$ cat config.mk
export PLATFORM = sky130hd
export DESIGN_NAME = usb_config_descriptor_parser
export DESIGN_NICKNAME = d
export VERILOG_FILES = /design/src/hw/rtl/ucdp_pkg.sv /design/src/hw/rtl/usb_config_descriptor_parser.sv
export SDC_FILE = /design/constraint.sdc
export NUM_CORES = 1
export LEC_CHECK = 0
export BUFFER_PORTS_ARGS = -buffer_cell sky130_fd_sc_hd__buf_2
export CORE_MARGIN = 1
export CORE_UTILIZATION = 33
export DETAILED_ROUTE_END_ITERATION = 7
export PLACE_DENSITY = 0.57
export SLEW_MARGIN = 20
export SYNTH_ARGS = -nofsm -noshare
export SYNTH_HDL_FRONTEND = slang
export SYNTH_SLANG_ARGS = --single-unit
$ cat constraint.sdc
create_clock -name clk -period 4.9 [get_ports clk]
set_input_delay 0.735 -clock clk [delete_from_list [all_inputs] [get_ports clk]]
set_output_delay 0.735 -clock clk [all_outputs]
set_load 0.01 [all_outputs]
$ cat src/hw/rtl/ucdp_pkg.sv
`timescale 1ns / 1ps
// Shared types and constants for the USB configuration descriptor parser.
// No dependencies.
package ucdp_pkg;

	// Record kinds on the result channel
	typedef enum logic [1:0] {
		KIND_IFACE = 2'd0,
		KIND_EP    = 2'd1,
		KIND_DONE  = 2'd2
	} kind_t;

	// Descriptor type codes of interest
	localparam logic [7:0] DT_INTERFACE = 8'h04;
	localparam logic [7:0] DT_ENDPOINT  = 8'h05;

	// Minimum lengths for a usable descriptor
	localparam logic [7:0] IFACE_MIN_LEN = 8'd9;
	localparam logic [7:0] EP_MIN_LEN    = 8'd7;

	typedef struct packed {
		kind_t       kind;
		logic [4:0]  slot;
		logic [7:0]  cls;
		logic [7:0]  subcls;
		logic [7:0]  proto;
		logic [7:0]  addr;
		logic [1:0]  ep_type;
		logic        dir;
		logic [10:0] mps;
		logic [7:0]  ival;
		logic [3:0]  total;
		logic        last;
	} rec_t;

endpackage

$ cat src/hw/rtl/usb_config_descriptor_parser.sv
`timescale 1ns / 1ps
// USB configuration descriptor parser, top level.
// Depends on ucdp_pkg; checked by ucdp_checker (bound in its own file).
//
// Takes a configuration descriptor stream one byte per item (data_byte, with
// final_byte on the last byte) and walks the descriptor chain by each length
// byte. Interface descriptors (length >= 9) yield an interface record while
// fewer than MAX_IFACES have been recorded; endpoint descriptors (length >= 7)
// yield an endpoint record in slot (address & 0xF) * 2 + direction when that
// slot is below 2 * MAX_EP_NUMBERS. A zero length byte halts parsing until the
// final byte. The final byte always yields a done record (after any record
// completed on the same byte) and returns the parser to its reset state.
// Throughput: one byte per cycle while in_stall is low. The parse logic runs in the
// accepting cycle and pushes zero, one or two records into a 4-entry result
// queue; the queue drains one record per cycle while out_stall is low, and
// in_stall rises while more than two entries are held. When the queue is empty,
// the first record of an accepted byte is presented in the next cycle.
module usb_config_descriptor_parser #(
	parameter int MAX_IFACES     = 8,
	parameter int MAX_EP_NUMBERS = 16
) (
	input  logic        clk,
	input  logic        arst_n,
	// byte channel
	input  logic        in_valid,
	output logic        in_stall,
	input  logic [7:0]  data_byte,
	input  logic        final_byte,
	// record channel
	output logic        out_valid,
	input  logic        out_stall,
	output logic [1:0]  record_kind,
	output logic [4:0]  slot_index,
	output logic [7:0]  iface_class,
	output logic [7:0]  iface_subclass,
	output logic [7:0]  iface_protocol,
	output logic [7:0]  ep_address,
	output logic [1:0]  ep_type,
	output logic        ep_direction,
	output logic [10:0] max_packet,
	output logic [7:0]  poll_interval,
	output logic [3:0]  interface_total,
	output logic        last_record
);
	import ucdp_pkg::*;

	// parser state
	logic [7:0]  pos_q, len_q, type_q;
	logic [39:0] cap_q;
	logic [3:0]  ifc_q;
	logic        stop_q;

	logic [7:0]  n_pos, n_len, n_type;
	logic [39:0] n_cap;
	logic [3:0]  n_ifc;
	logic        n_stop;

	rec_t        rec, done_rec;
	logic        rec_fire;
	logic [4:0]  ep_slot;

	// result queue
	rec_t        q_mem [4];
	logic [1:0]  wr_ptr_q, rd_ptr_q;
	logic [2:0]  cnt_q;
	logic        push, pop;
	rec_t        head;

	assign push      = in_valid && !in_stall;
	assign out_valid = (cnt_q != 3'd0);
	assign pop       = out_valid && !out_stall;
	// room for two records, whatever leaves this cycle
	assign in_stall  = (cnt_q > 3'd2);

	always_comb begin
		n_pos    = pos_q;
		n_len    = len_q;
		n_type   = type_q;
		n_cap    = cap_q;
		n_ifc    = ifc_q;
		n_stop   = stop_q;
		rec_fire = 1'b0;
		rec      = '0;
		ep_slot  = '0;

		if (!stop_q) begin
			if (pos_q == 8'd0) begin
				// length byte of a new descriptor
				if (data_byte == 8'd0) begin
					n_stop = 1'b1;
				end else begin
					n_len  = data_byte;
					n_type = 8'd0;
					n_cap  = '0;
					if (data_byte >= 8'd2) begin
						n_pos = 8'd1;
					end
				end
			end else begin
				if (pos_q == 8'd1) begin
					n_type = data_byte;
				end else if (type_q == DT_INTERFACE) begin
					case (pos_q)
						8'd5:    n_cap[7:0]   = data_byte;
						8'd6:    n_cap[15:8]  = data_byte;
						8'd7:    n_cap[23:16] = data_byte;
						default: ;
					endcase
				end else if (type_q == DT_ENDPOINT) begin
					case (pos_q)
						8'd2:    n_cap[7:0]   = data_byte;
						8'd3:    n_cap[15:8]  = data_byte;
						8'd4:    n_cap[23:16] = data_byte;
						8'd5:    n_cap[31:24] = data_byte;
						8'd6:    n_cap[39:32] = data_byte;
						default: ;
					endcase
				end

				if (({1'b0, pos_q} + 9'd1) == {1'b0, len_q}) begin
					// last byte of this descriptor: decide on a record
					n_pos   = 8'd0;
					ep_slot = {n_cap[3:0], n_cap[7]};
					if (n_type == DT_INTERFACE && len_q >= IFACE_MIN_LEN) begin
						if (ifc_q < 4'(MAX_IFACES)) begin
							rec_fire   = 1'b1;
							n_ifc      = ifc_q + 4'd1;
							rec.kind   = KIND_IFACE;
							rec.slot   = {1'b0, ifc_q};
							rec.cls    = n_cap[7:0];
							rec.subcls = n_cap[15:8];
							rec.proto  = n_cap[23:16];
							rec.total  = ifc_q + 4'd1;
						end
					end else if (n_type == DT_ENDPOINT && len_q >= EP_MIN_LEN) begin
						if ({1'b0, ep_slot} < 6'(2 * MAX_EP_NUMBERS)) begin
							rec_fire    = 1'b1;
							rec.kind    = KIND_EP;
							rec.slot    = ep_slot;
							rec.addr    = n_cap[7:0];
							rec.ep_type = n_cap[9:8];
							rec.dir     = n_cap[7];
							rec.mps     = {n_cap[26:24], n_cap[23:16]};
							rec.ival    = n_cap[39:32];
							rec.total   = ifc_q;
						end
					end
				end else begin
					n_pos = pos_q + 8'd1;
				end
			end
		end

		done_rec       = '0;
		done_rec.kind  = KIND_DONE;
		done_rec.total = n_ifc;
		done_rec.last  = 1'b1;

		// end of stream: back to reset state
		if (final_byte) begin
			n_pos  = 8'd0;
			n_len  = 8'd0;
			n_type = 8'd0;
			n_cap  = '0;
			n_ifc  = 4'd0;
			n_stop = 1'b0;
		end
	end

	always_ff @(posedge clk or negedge arst_n) begin
		if (!arst_n) begin
			pos_q  <= '0;
			len_q  <= '0;
			type_q <= '0;
			cap_q  <= '0;
			ifc_q  <= '0;
			stop_q <= 1'b0;
		end else if (push) begin
			pos_q  <= n_pos;
			len_q  <= n_len;
			type_q <= n_type;
			cap_q  <= n_cap;
			ifc_q  <= n_ifc;
			stop_q <= n_stop;
		end
	end

	// queue storage: record first, done record after it
	always_ff @(posedge clk) begin
		if (push) begin
			if (rec_fire) begin
				q_mem[wr_ptr_q] <= rec;
			end
			if (final_byte) begin
				q_mem[wr_ptr_q + 2'(rec_fire)] <= done_rec;
			end
		end
	end

	always_ff @(posedge clk or negedge arst_n) begin
		if (!arst_n) begin
			wr_ptr_q <= '0;
			rd_ptr_q <= '0;
			cnt_q    <= '0;
		end else begin
			if (push) begin
				wr_ptr_q <= wr_ptr_q + 2'(rec_fire) + 2'(final_byte);
			end
			if (pop) begin
				rd_ptr_q <= rd_ptr_q + 2'd1;
			end
			cnt_q <= cnt_q
				+ (push ? (3'(rec_fire) + 3'(final_byte)) : 3'd0)
				- 3'(pop);
		end
	end

	assign head            = q_mem[rd_ptr_q];
	assign record_kind     = head.kind;
	assign slot_index      = head.slot;
	assign iface_class     = head.cls;
	assign iface_subclass  = head.subcls;
	assign iface_protocol  = head.proto;
	assign ep_address      = head.addr;
	assign ep_type         = head.ep_type;
	assign ep_direction    = head.dir;
	assign max_packet      = head.mps;
	assign poll_interval   = head.ival;
	assign interface_total = head.total;
	assign last_record     = head.last;

endmodule

==> results of run 1 <==
[worst paths after layout]
| path | slack (ns) | cells after the start | startpoint | to |
|---|---|---|---|---|
| max in group asynchronous | 3.83 | 2 | arst_n | type_q[0]$_DFFE_PN0P_ |
| min in group clk | 0.44 | 2 | q_mem[2][0]$_SDFFE_PP1P_ | q_mem[2][0]$_SDFFE_PP1P_ |
| max | 0.68 | 12 | pos_q[1]$_DFFE_PN0P_ | q_mem[0][39]$_SDFFE_PP0N_ |
| min | 0.20 | 1 | arst_n | rd_ptr_q[1]$_DFFE_PN0P_ |
| min reg2reg | 0.44 | 2 | q_mem[2][0]$_SDFFE_PP1P_ | q_mem[2][0]$_SDFFE_PP1P_ |
| max reg2reg | 0.68 | 12 | pos_q[1]$_DFFE_PN0P_ | q_mem[0][39]$_SDFFE_PP0N_ |
[registers in the layout, indices dropped and copies added (netlist names)]
signal / count
ifc_q: 4
wr_ptr_q: 2
pos_q: 8
type_q: 8
len_q: 8
cnt_q: 3
rd_ptr_q: 2
q_mem: 248
stop_q: 1
cap_q: 35
[metrics by stage]
| stage | instance area, sq um | power (mW) | std cells | util [%] | hold WS (ns) |
|---|---|---|---|---|---|
| after detailed placement | 15900 | 4.77 | 2213 | 35.7 | 0.437 |
| after global routing | 17000 | 7.71 | 2276 | 38.3 | 0.233 |
| final | 17000 | 7.37 | 2276 | 38.3 | 0.197 |
| after global placement | 15900 | 4.74 | 2213 | 35.7 | 0.432 |
| after floorplan | 14900 | 4.24 | 1646 | - | 0.418 |
| after CTS | 17000 | 7.43 | 2276 | 38.3 | 0.428 |
[routing by layer]
metal	track usage (%)	share of wire, %	vias up
met5	0	0	-
met4	7.33	3.3	0
met3	3.20	6.0	94
met2	32.1	47	401
met1	26.2	44	5967
li1	-	-	5797
[power groups by stage]
| stage | combinational (mW) | clock [mW] | sequential, mW |
|---|---|---|---|
| floorplan | 1.37 | 0 | 2.87 |
| global route | 1.81 | 2.81 | 3.09 |
| global placement | 1.63 | 0 | 3.11 |
| detailed placement | 1.65 | 0 | 3.11 |
| finish | 1.66 | 2.65 | 3.06 |
| CTS | 1.66 | 2.71 | 3.06 |
[area by class of cell]
| type | count | share of cell area [%] |
|---|---|---|
| clock buffers | 51 | 5.97 |
| well taps | 592 | 4.35 |
| repair buffers | 112 | 4.59 |
| clock inverters | 12 | 0.772 |
| flip-flops and latches | 319 | 40.6 |
| multi-input cells | 1170 | 43.3 |
| inverters | 20 | 0.441 |
[kinds of logic after synthesis]
family                     Yosys count  share of synthesized area [%]
adders and majority gates           14                           1.22
muxes                              103                           12.1
and+or+nand+nor                    671                           20.2
buffers and inverters              157                           4.73
AOI/OAI and AO/OA                  363                           14.4
DFF                                319                           46.2
xor gates and xnor gates            19                           1.11
[placed cells by master (no fill, tap or decap), types with 35 or more instances in the layout]
cell type,netlist,layout
nand2_1,476,476
clkbuf_16,0,35
dfxtp_1,232,232
nor3_1,37,35
buf_2,28,79
a21oi_1,240,240
mux2i_1,38,38
a22o_1,45,45
dfrtp_1,71,69
mux4_2,62,62
[synth_stat cells (14+ instances only)]
cell	count	area [sq um]
a21oi_1	240	1200
a22o_1	45	394
buf_2	28	140
clkbuf_1	90	338
dfrtp_1	71	1780
dfxtp_1	232	4640
edfxtp_1	16	480
inv_1	19	71.3
mux2i_1	38	380
mux4_2	62	1400
nand2_1	476	1790
nand3_1	22	110
nor2_1	29	109
nor3_1	37	185
nor4_1	34	213
o21ai_0	24	120
xnor2_1	14	123
[worst reg2reg max path, stage by stage, from the launching register on]
cell	delay [ns]
dfrtp_1	0.43
inv_1	0.12
ha_1	0.25
or4b_4	0.52
nor2_1	0.33
mux2i_1	0.47
nand2_1	0.18
nor3_1	0.33
ha_1	0.31
xor2_1	0.19
nor3_2	0.49
buf_12	0.35
a21oi_1	0.14
==> impl_results.md, run 1 <==
* #FFs+latches synth at 319
* RSZ-0062 raised after global routing: false
* CP Capture Type: register
* Multi-input logic area at 7370 sq um
* Starting Density at 33.6%
* Post-synthesis sequential area ratio at 46.2%
* F_max at 237 MHz
* WP data required at 5.30 ns
* Buf/Inv on CP at 2
* DRT iter0 DRCs at 958
* Setup CP Type: reg -> reg
* Crit path time final at 4.22 ns
* Synth Area per Inst at 9.08 sq um
* Critical Path Fanout Max at 56
* Die width at 215 um
* Critical path's slowest cell: or4b_4
* Skew final at 0.0157 ns
* Drt drc at 0
* GRT Total Usage at 19.7%
* H-tree levels at 2
* Vias in the first global route at 12.2k
* Core Region at 44400 sq um
* Initial antenna violation count at 0
* Maximum VDD drop at 0.000295 V
* Post-synthesis cell area at 14900 sq um
* Slew headroom at 25.8%
* Clk root buf: clkbuf_16
* Final setup fails at 0
* Pin count of the biggest net entering global routing at 61
* Max-Cap Viols at 0
* Final Max Slew Viols at 0
* Post-route setup slack at 0.679 ns
* Sequential share of power at 41.5%
* Power density cells at 433 nW/um^2
* Post-Route WL at 45500 um
* Library cells used by synthesis at 65
* Async set or reset register ratio after synthesis at 22.3%
* GR Overflow Total at 0
* Critical path startpoint category: register
* Die area at 46100 sq um
* Logic pwr share at 22.6%
* Worst Hold Class: in -> async
* Final ANT Viol Nets at 0
* First-pass GRT wire length at 71700 um
* Nets at 1685
* Area Growth Syn to Fin at 14.0%
* Reg area at 6910 sq um
* Sw frac at 32.9%
* Period utilization at 86.1%
* CTS resizes at 0
* Total CTS buffers at 35
* Site Rows at 77
* Detailed-route via count at 12.3k
* Status: complete, no violations
* CP top delay family: simple AND/OR/NAND/NOR gates
* Crit-path cells: inv_1 > ha_1 > or4b_4 > nor2_1 > mux2i_1 > nand2_1 > nor3_1 > ha_1 > xor2_1 > nor3_2 > buf_12 > a21oi_1
* Setup repair bufs after CTS at 0
* Detailed placer's ending HPWL at 27800 um
* Clk Latency, worst-skew pair at 0.54 ns
* Final-layout fill cell count at 4383
* Fraction of layout instances using a drive strength above 1 at 16.4%
* Setup tns final at 0 ns
* Max incr delay on CP at 0.52 ns
* CTS Sinks at 319
* Most frequent cell on the critical path: ha_1
* DR vias/cell at 5.39
* DR WL/cell at 20.0 um
* Clk slew on worst S/H paths at 0.06 ns
* Clock power frac at 36.0%
* Switching power at 2.42 mW
* P_leak at 6.09 nW
* Post-CTS Hold Buffers at 0
* # port buffers at 80
* Internal Power at 4.95 mW
* Cells after synthesis at 1646
* CTS tree: yes
* CP arrival at 4.63 ns
* Clock Path Buffers at 3
* Synth warn at 0
* Post-synth EDFFs at 16
* Die height at 215 um
* Post-synthesis net count at 1673
* N_diodes at 0
* Synth Flop Type: dfxtp_1
* Final GP Congestion at 0.853
* First drt pass iteration count at 5
* Least-Margin Pin Slew at 1.11 ns
* Post-Place Setup Slack at 0.749 ns
* Ports at 81
* Final Hold Fails at 0
(Power assumes the default switching activity.)
==> run 2, diff against run 1 <==
ABC_AREA = 1   (was unset)
GPL_ROUTABILITY_DRIVEN = 0   (was unset)
==> run 2 against run 1 <==
First-iteration DRC count up 34%. Total power up 69%. Count of clock-buffer cells in the layout up 9. Global-route usage up 1.3 points. Combinational power rose to 3.3 times the previous value. Synthesized area up 9.0%. Largest cell class unchanged. Largest power group is now combinational cells.
==> impl_results.md, run 2 <==
* Initial antenna violation count at 2
* DRT iter0 DRCs at 1288
* Final ANT Viol Nets at 0
* CP arrival at 4.60 ns
* Max-Cap Viols at 0
* Crit-path cells: inv_1 > ha_1 > nand2_2 > nor2_4 > nand2_1 > o21ai_1 > nand2_1 > nor2_1 > nand4_1 > a21oi_1 > ha_1 > nand2_1 > nand2_1 > inv_1 > nor3_1 > inv_2 > nand2_1
* Post-synth EDFFs at 16
* Post-Place Setup Slack at 0.562 ns
* First drt pass iteration count at 5
* First-pass GRT wire length at 83100 um
* Skew final at 0.00951 ns
* Post-Route WL at 52500 um
* Crit path time final at 4.40 ns
* Fraction of layout instances using a drive strength above 1 at 8.48%
* Setup repair bufs after CTS at 0
* Die area at 50200 sq um
* CTS resizes at 0
* Clock Path Buffers at 3
* RSZ-0062 raised after global routing: false
* Final Hold Fails at 0
* Ports at 81
* Post-synthesis cell area at 16300 sq um
* Nets at 2514
* Post-synthesis net count at 2495
* Max incr delay on CP at 0.52 ns
* Sequential share of power at 33.2%
* Commonest non-fill, non-tap cell in the layout: nand2_1
* H-tree levels at 2
* Clk slew on worst S/H paths at 0.05 ns
* Logic pwr share at 43.8%
* Area Growth Syn to Fin at 12.8%
* Synth warn at 0
* P_leak at 9.72 nW
* Fin util at 37.6%
* Biggest register: q_mem
* Post-CTS Hold Buffers at 0
* Least-Margin Pin Slew at 1.12 ns
* Maximum VDD drop at 0.000360 V
* Pin count of the biggest net entering global routing at 100
* Worst setup path start: pos_q[1]$_DFFE_PN0P_
* Setup CP Type: reg -> reg
* Post-route setup slack at 0.496 ns
* GRT Total Usage at 20.9%
* Final-layout fill cell count at 5188
* Worst Hold Class: in -> async
* Most frequent cells in the layout: nand2_1, nor2_1, inv_1, o21ai_0, dfxtp_1
* Critical path's slowest cell: inv_2
* Vias in the first global route at 14.6k
* Site Rows at 81
* Final Max Slew Viols at 0
* # port buffers at 80
* CP top delay family: simple AND/OR/NAND/NOR gates
* Setup tns final at 0 ns
* Critical path startpoint category: register
* CP Capture Type: register
* CTS tree: yes
* R2R Path End: q_mem[0][2]$_DFFE_PP_
* WP data required at 5.10 ns
* Reg area at 6910 sq um
* Critical Path Fanout Max at 41
* Power density cells at 677 nW/um^2
* Multi-input logic area at 7510 sq um
* Post-synthesis sequential area ratio at 42.4%
* Final setup fails at 0
* Synth Flop Type: dfxtp_1
* CTS Sinks at 319
* #FFs+latches synth at 319
* Cells after synthesis at 2468
* Reg2reg path depth at 17
* Area leader, netlist: dfxtp_1
* Sw frac at 42.9%
* Switching power at 5.34 mW
* Register-to-register setup slack at 0.50 ns
* Buf/Inv on CP at 3
* Synth Area per Inst at 6.60 sq um
* Clk Latency, worst-skew pair at 0.53 ns
* Die height at 224 um
* Drt drc at 0
* F_max at 227 MHz
* Async set or reset register ratio after synthesis at 22.3%
* Core Region at 48800 sq um
* Total CTS buffers at 39
* Critical R2R Launch: pos_q[1]$_DFFE_PN0P_
* DR WL/cell at 16.5 um
* Most frequent cell on the critical path: nand2_1
* Top-area cell type share of the netlist area at 28.5%
* Largest registers: q_mem x248, cap_q x35
* Internal Power at 7.10 mW
* Library cells used by synthesis at 43
* Status: complete, no violations
* Max FFs per register at 248
* Most frequent cell after synthesis: nand2_1
* Die width at 224 um
* Starting Density at 33.3%
* Synth area leaders: dfxtp_1, nand2_1, nor2_1, dfrtp_1, o21ai_0
* Detailed-route via count at 15.5k
* DR vias/cell at 4.89
* Clk root buf: clkbuf_16
* GR Overflow Total at 0
* Period utilization at 89.9%
* Detailed placer's ending HPWL at 33500 um
* Slew headroom at 25.6%
* Clock power frac at 23.0%
* Top cells by count, synth: nand2_1, nor2_1, inv_1, o21ai_0, dfxtp_1
[run 2: cell count changes in the layout (fill, tap and decap cells not counted), sizes merged, moves of 62 or more]
cell	change
a21oi	-220
nor2	+496
nand2	+174
mux4	-62
o22ai	+100
inv	+299
o21ai	+222
[run 2: worst max-delay path by stage]
stage | endpoint | slack (ns) | cells past startpoint
floorplan | q_mem[1][2]$_DFFE_PP_ | 1.32 | 20
global placement | q_mem[2][20]$_SDFFE_PP0P_ | 0.76 | 18
detailed placement | q_mem[2][20]$_SDFFE_PP0P_ | 0.56 | 18
CTS | q_mem[2][20]$_SDFFE_PP0P_ | 0.55 | 18
global route | q_mem[0][33]$_SDFFE_PP0N_ | 0.04 | 19
finish | q_mem[0][2]$_DFFE_PP_ | 0.50 | 17
[run 2: metal layers]
| metal | vias to the layer above | share of wire [%] | track usage, % | routed length, um |
|---|---|---|---|---|
| li1 | 7703 | - | - | - |
| met1 | 7216 | 45 | 28.6 | 23600 |
| met2 | 511 | 45 | 33.4 | 23400 |
| met3 | 90 | 6.5 | 2.53 | 3400 |
| met4 | 0 | 4.0 | 8.55 | 2080 |
| met5 | - | 0 | 0 | 0 |
[run 2: stage by stage]
stage	cells	hold WS, ns	instance area [sq um]	power (mW)
2_1_floorplan	2468	0.414	16300	7.78
3_3_place_gp	3110	0.423	17100	9.49
3_5_place_dp	3110	0.427	17100	9.60
4_1_cts	3176	0.00974	18400	12.5
5_1_grt	3176	0.0237	18400	13.4
6_report	3177	0.0209	18400	12.4
[run 2: cells by family (layout without fill, tap and decap cells)]
family	count (synthesis)	in the layout	synth area share, %
flip-flops	319	319	42.4
adder cells (fa/ha/maj)	14	14	1.12
other	0	1	0
AO/OA/AOI/OAI	385	385	12.9
XOR/XNOR	8	8	0.430
buffers and inverters	457	501	11.5
AND/OR/NAND/NOR	1285	1285	31.7
[run 2: final cells by class]
class | instances | share of cell area [%]
sequential | 319 | 37.6
clock inverter | 6 | 0.456
multi-input combinational | 1692 | 40.9
inverter | 322 | 6.58
tap | 664 | 4.52
antenna | 1 | 0.0136
timing repair buffer | 113 | 3.60
clock buffer | 60 | 6.35
[run 2: power groups by stage]
stage | Clock [mW] | Sequential [mW] | Combinational (mW)
CTS | 2.91 | 4.12 | 5.47
detailed placement | 0 | 4.16 | 5.44
finish | 2.86 | 4.13 | 5.45
global route | 3.02 | 4.23 | 6.16
floorplan | 0 | 3.97 | 3.81
global placement | 0 | 4.13 | 5.36
==> run 3, diff against run 2 <==
HOLD_SLACK_MARGIN = 0.08   (was unset)
==> run 3 against run 2 <==
Sequential share of layout area is essentially flat. First-iteration DRC count grew 0.39%. Count of clock-buffer cells in the layout is the same. Fmax is essentially flat. Non-clock buffer count grew 1. Design area is essentially flat. Hold slack gained 0.42 ns. Clock power is essentially flat. Register-to-register slack is essentially flat. Combinational power is essentially flat. Critical path depth is the same.
==> impl_results.md, run 3 (synthesized netlist as in run 2, its figures left out) <==
* Sequential share of power at 33.2%
* DRT iter0 DRCs at 1293
* Max FFs per register at 248
* Post-route setup slack at 0.499 ns
* Total CTS buffers at 39
* Clock power frac at 23.1%
* Final setup fails at 0
* Critical R2R Launch: pos_q[1]$_DFFE_PN0P_
* Power density cells at 676 nW/um^2
* Clock Path Buffers at 3
* Max-Cap Viols at 0
* CP Capture Type: register
* Area Growth Syn to Fin at 12.9%
* Drt drc at 0
* DR WL/cell at 16.5 um
* GR Overflow Total at 0
* Clk slew on worst S/H paths at 0.05 ns
* Detailed placer's ending HPWL at 33500 um
* Setup repair bufs after CTS at 0
* DR vias/cell at 4.88
* CTS resizes at 0
* Starting Density at 33.3%
* Maximum VDD drop at 0.000357 V
* Core Region at 48800 sq um
* Setup CP Type: reg -> reg
* Most frequent cell on the critical path: nand2_1
* Final Max Slew Viols at 0
* Initial antenna violation count at 2
* Status: complete, no violations
* Total power at 12.4 mW
* Vias in the first global route at 14.6k
* Pin count of the biggest net entering global routing at 100
* Switching power at 5.33 mW
* GRT Total Usage at 20.9%
* Fin util at 37.6%
* Logic pwr share at 43.7%
* Period utilization at 89.8%
* Worst Hold Class: reg -> reg
* Fraction of layout instances using a drive strength above 1 at 8.48%
* Slew headroom at 27.0%
* Sw frac at 42.9%
* Commonest non-fill, non-tap cell in the layout: nand2_1
* Final Hold Fails at 0
* Post-Route WL at 52500 um
* Critical Path Fanout Max at 41
* Die width at 224 um
* H-tree levels at 2
* Critical path's slowest cell: inv_2
* Ports at 81
* Final-layout fill cell count at 5188
* Reg2reg path depth at 17
* Critical path startpoint category: register
* CP arrival at 4.60 ns
* First-pass GRT wire length at 83100 um
* Most frequent cells in the layout: nand2_1, nor2_1, inv_1, o21ai_0, dfxtp_1
* Max incr delay on CP at 0.51 ns
* Detailed-route via count at 15.5k
* Largest registers: q_mem x248, cap_q x35
* Placed instance area at 17100 sq um
* F_max at 227 MHz
* Clk Latency, worst-skew pair at 0.53 ns
* Fin cells at 3178
* Die area at 50200 sq um
* Setup tns final at 0 ns
* Nets at 2515
* Crit path time final at 4.40 ns
* Worst setup path start: pos_q[1]$_DFFE_PN0P_
* Hold Slack at 0.439 ns
* Post-CTS Hold Buffers at 1
* Biggest register: q_mem
* Register-to-register setup slack at 0.50 ns
* WP data required at 5.10 ns
* Die height at 224 um
* Dpl cells at 3110
* Final ANT Viol Nets at 0
* Skew final at 0.00843 ns
* Internal Power at 7.10 mW
* P_leak at 9.73 nW
* CTS Sinks at 319
* First drt pass iteration count at 8
* # port buffers at 80
* RSZ-0062 raised after global routing: false
* Final Instance Area at 18400 sq um
* CTS tree: yes
* Site Rows at 81
* Post-Place Setup Slack at 0.562 ns
* Crit-path cells: inv_1 > ha_1 > nand2_2 > nor2_4 > nand2_1 > o21ai_1 > nand2_1 > nor2_1 > nand4_1 > a21oi_1 > ha_1 > nand2_1 > nand2_1 > inv_1 > nor3_1 > inv_2 > nand2_1
* Critical path endpoint: q_mem[0][3]$_DFFE_PP_
* R2R Path End: q_mem[0][3]$_DFFE_PP_
* Clk root buf: clkbuf_16
* Least-Margin Pin Slew at 1.10 ns
run 3: layout make-up:
class | instances | area (sq um) | area share [%]
Multi-Input combinational cell | 1692 | 7510 | 40.9
Clock inverter | 6 | 83.8 | 0.456
Clock buffer | 60 | 1170 | 6.34
Timing Repair Buffer | 114 | 671 | 3.65
Inverter | 322 | 1210 | 6.58
Tap cell | 664 | 831 | 4.52
Antenna cell | 1 | 2.50 | 0.0136
Sequential cell | 319 | 6910 | 37.6
run 3: how the worst min path moves through the flow:
stage / startpoint / slack [ns] / cells after the start / to
2_1_floorplan: q_mem[1][0]$_SDFFE_PP1N_ / 0.41 / 2 / q_mem[1][0]$_SDFFE_PP1N_
3_3_place_gp: q_mem[1][34]$_SDFFE_PP0N_ / 0.42 / 2 / q_mem[1][34]$_SDFFE_PP0N_
3_5_place_dp: q_mem[1][37]$_SDFFE_PP0N_ / 0.43 / 2 / q_mem[1][37]$_SDFFE_PP0N_
4_1_cts: q_mem[1][37]$_SDFFE_PP0N_ / 0.44 / 2 / q_mem[1][37]$_SDFFE_PP0N_
5_1_grt: q_mem[1][15]$_SDFFE_PP0N_ / 0.46 / 2 / q_mem[1][15]$_SDFFE_PP0N_
6_report: q_mem[1][12]$_SDFFE_PP0N_ / 0.44 / 2 / q_mem[1][12]$_SDFFE_PP0N_
run 3: power groups by stage:
stage / sequential, mW / combinational, mW / clock (mW)
2_1_floorplan: 3.97 / 3.81 / 0
3_3_place_gp: 4.13 / 5.36 / 0
3_5_place_dp: 4.16 / 5.44 / 0
4_1_cts: 4.12 / 5.47 / 2.91
5_1_grt: 4.23 / 6.16 / 3.02
6_report: 4.13 / 5.43 / 2.87
run 3: per-layer routing:
layer | share of wire (%) | vias to the layer above | GRT usage (%)
met5 | 0 | - | 0
met1 | 45 | 7164 | 28.6
met3 | 6.6 | 92 | 2.53
met2 | 45 | 530 | 33.4
met4 | 3.9 | 0 | 8.55
li1 | - | 7712 | -
run 3: critical path: cells and delay by family (launching register included):
| family | cells | cell delay, ns |
|---|---|---|
| and+or+nand+nor | 10 | 2.06 |
| buffers and inverters | 3 | 0.72 |
| DFF | 1 | 0.43 |
| AOI/OAI and AO/OA | 2 | 0.43 |
| adders and majority gates | 2 | 0.42 |
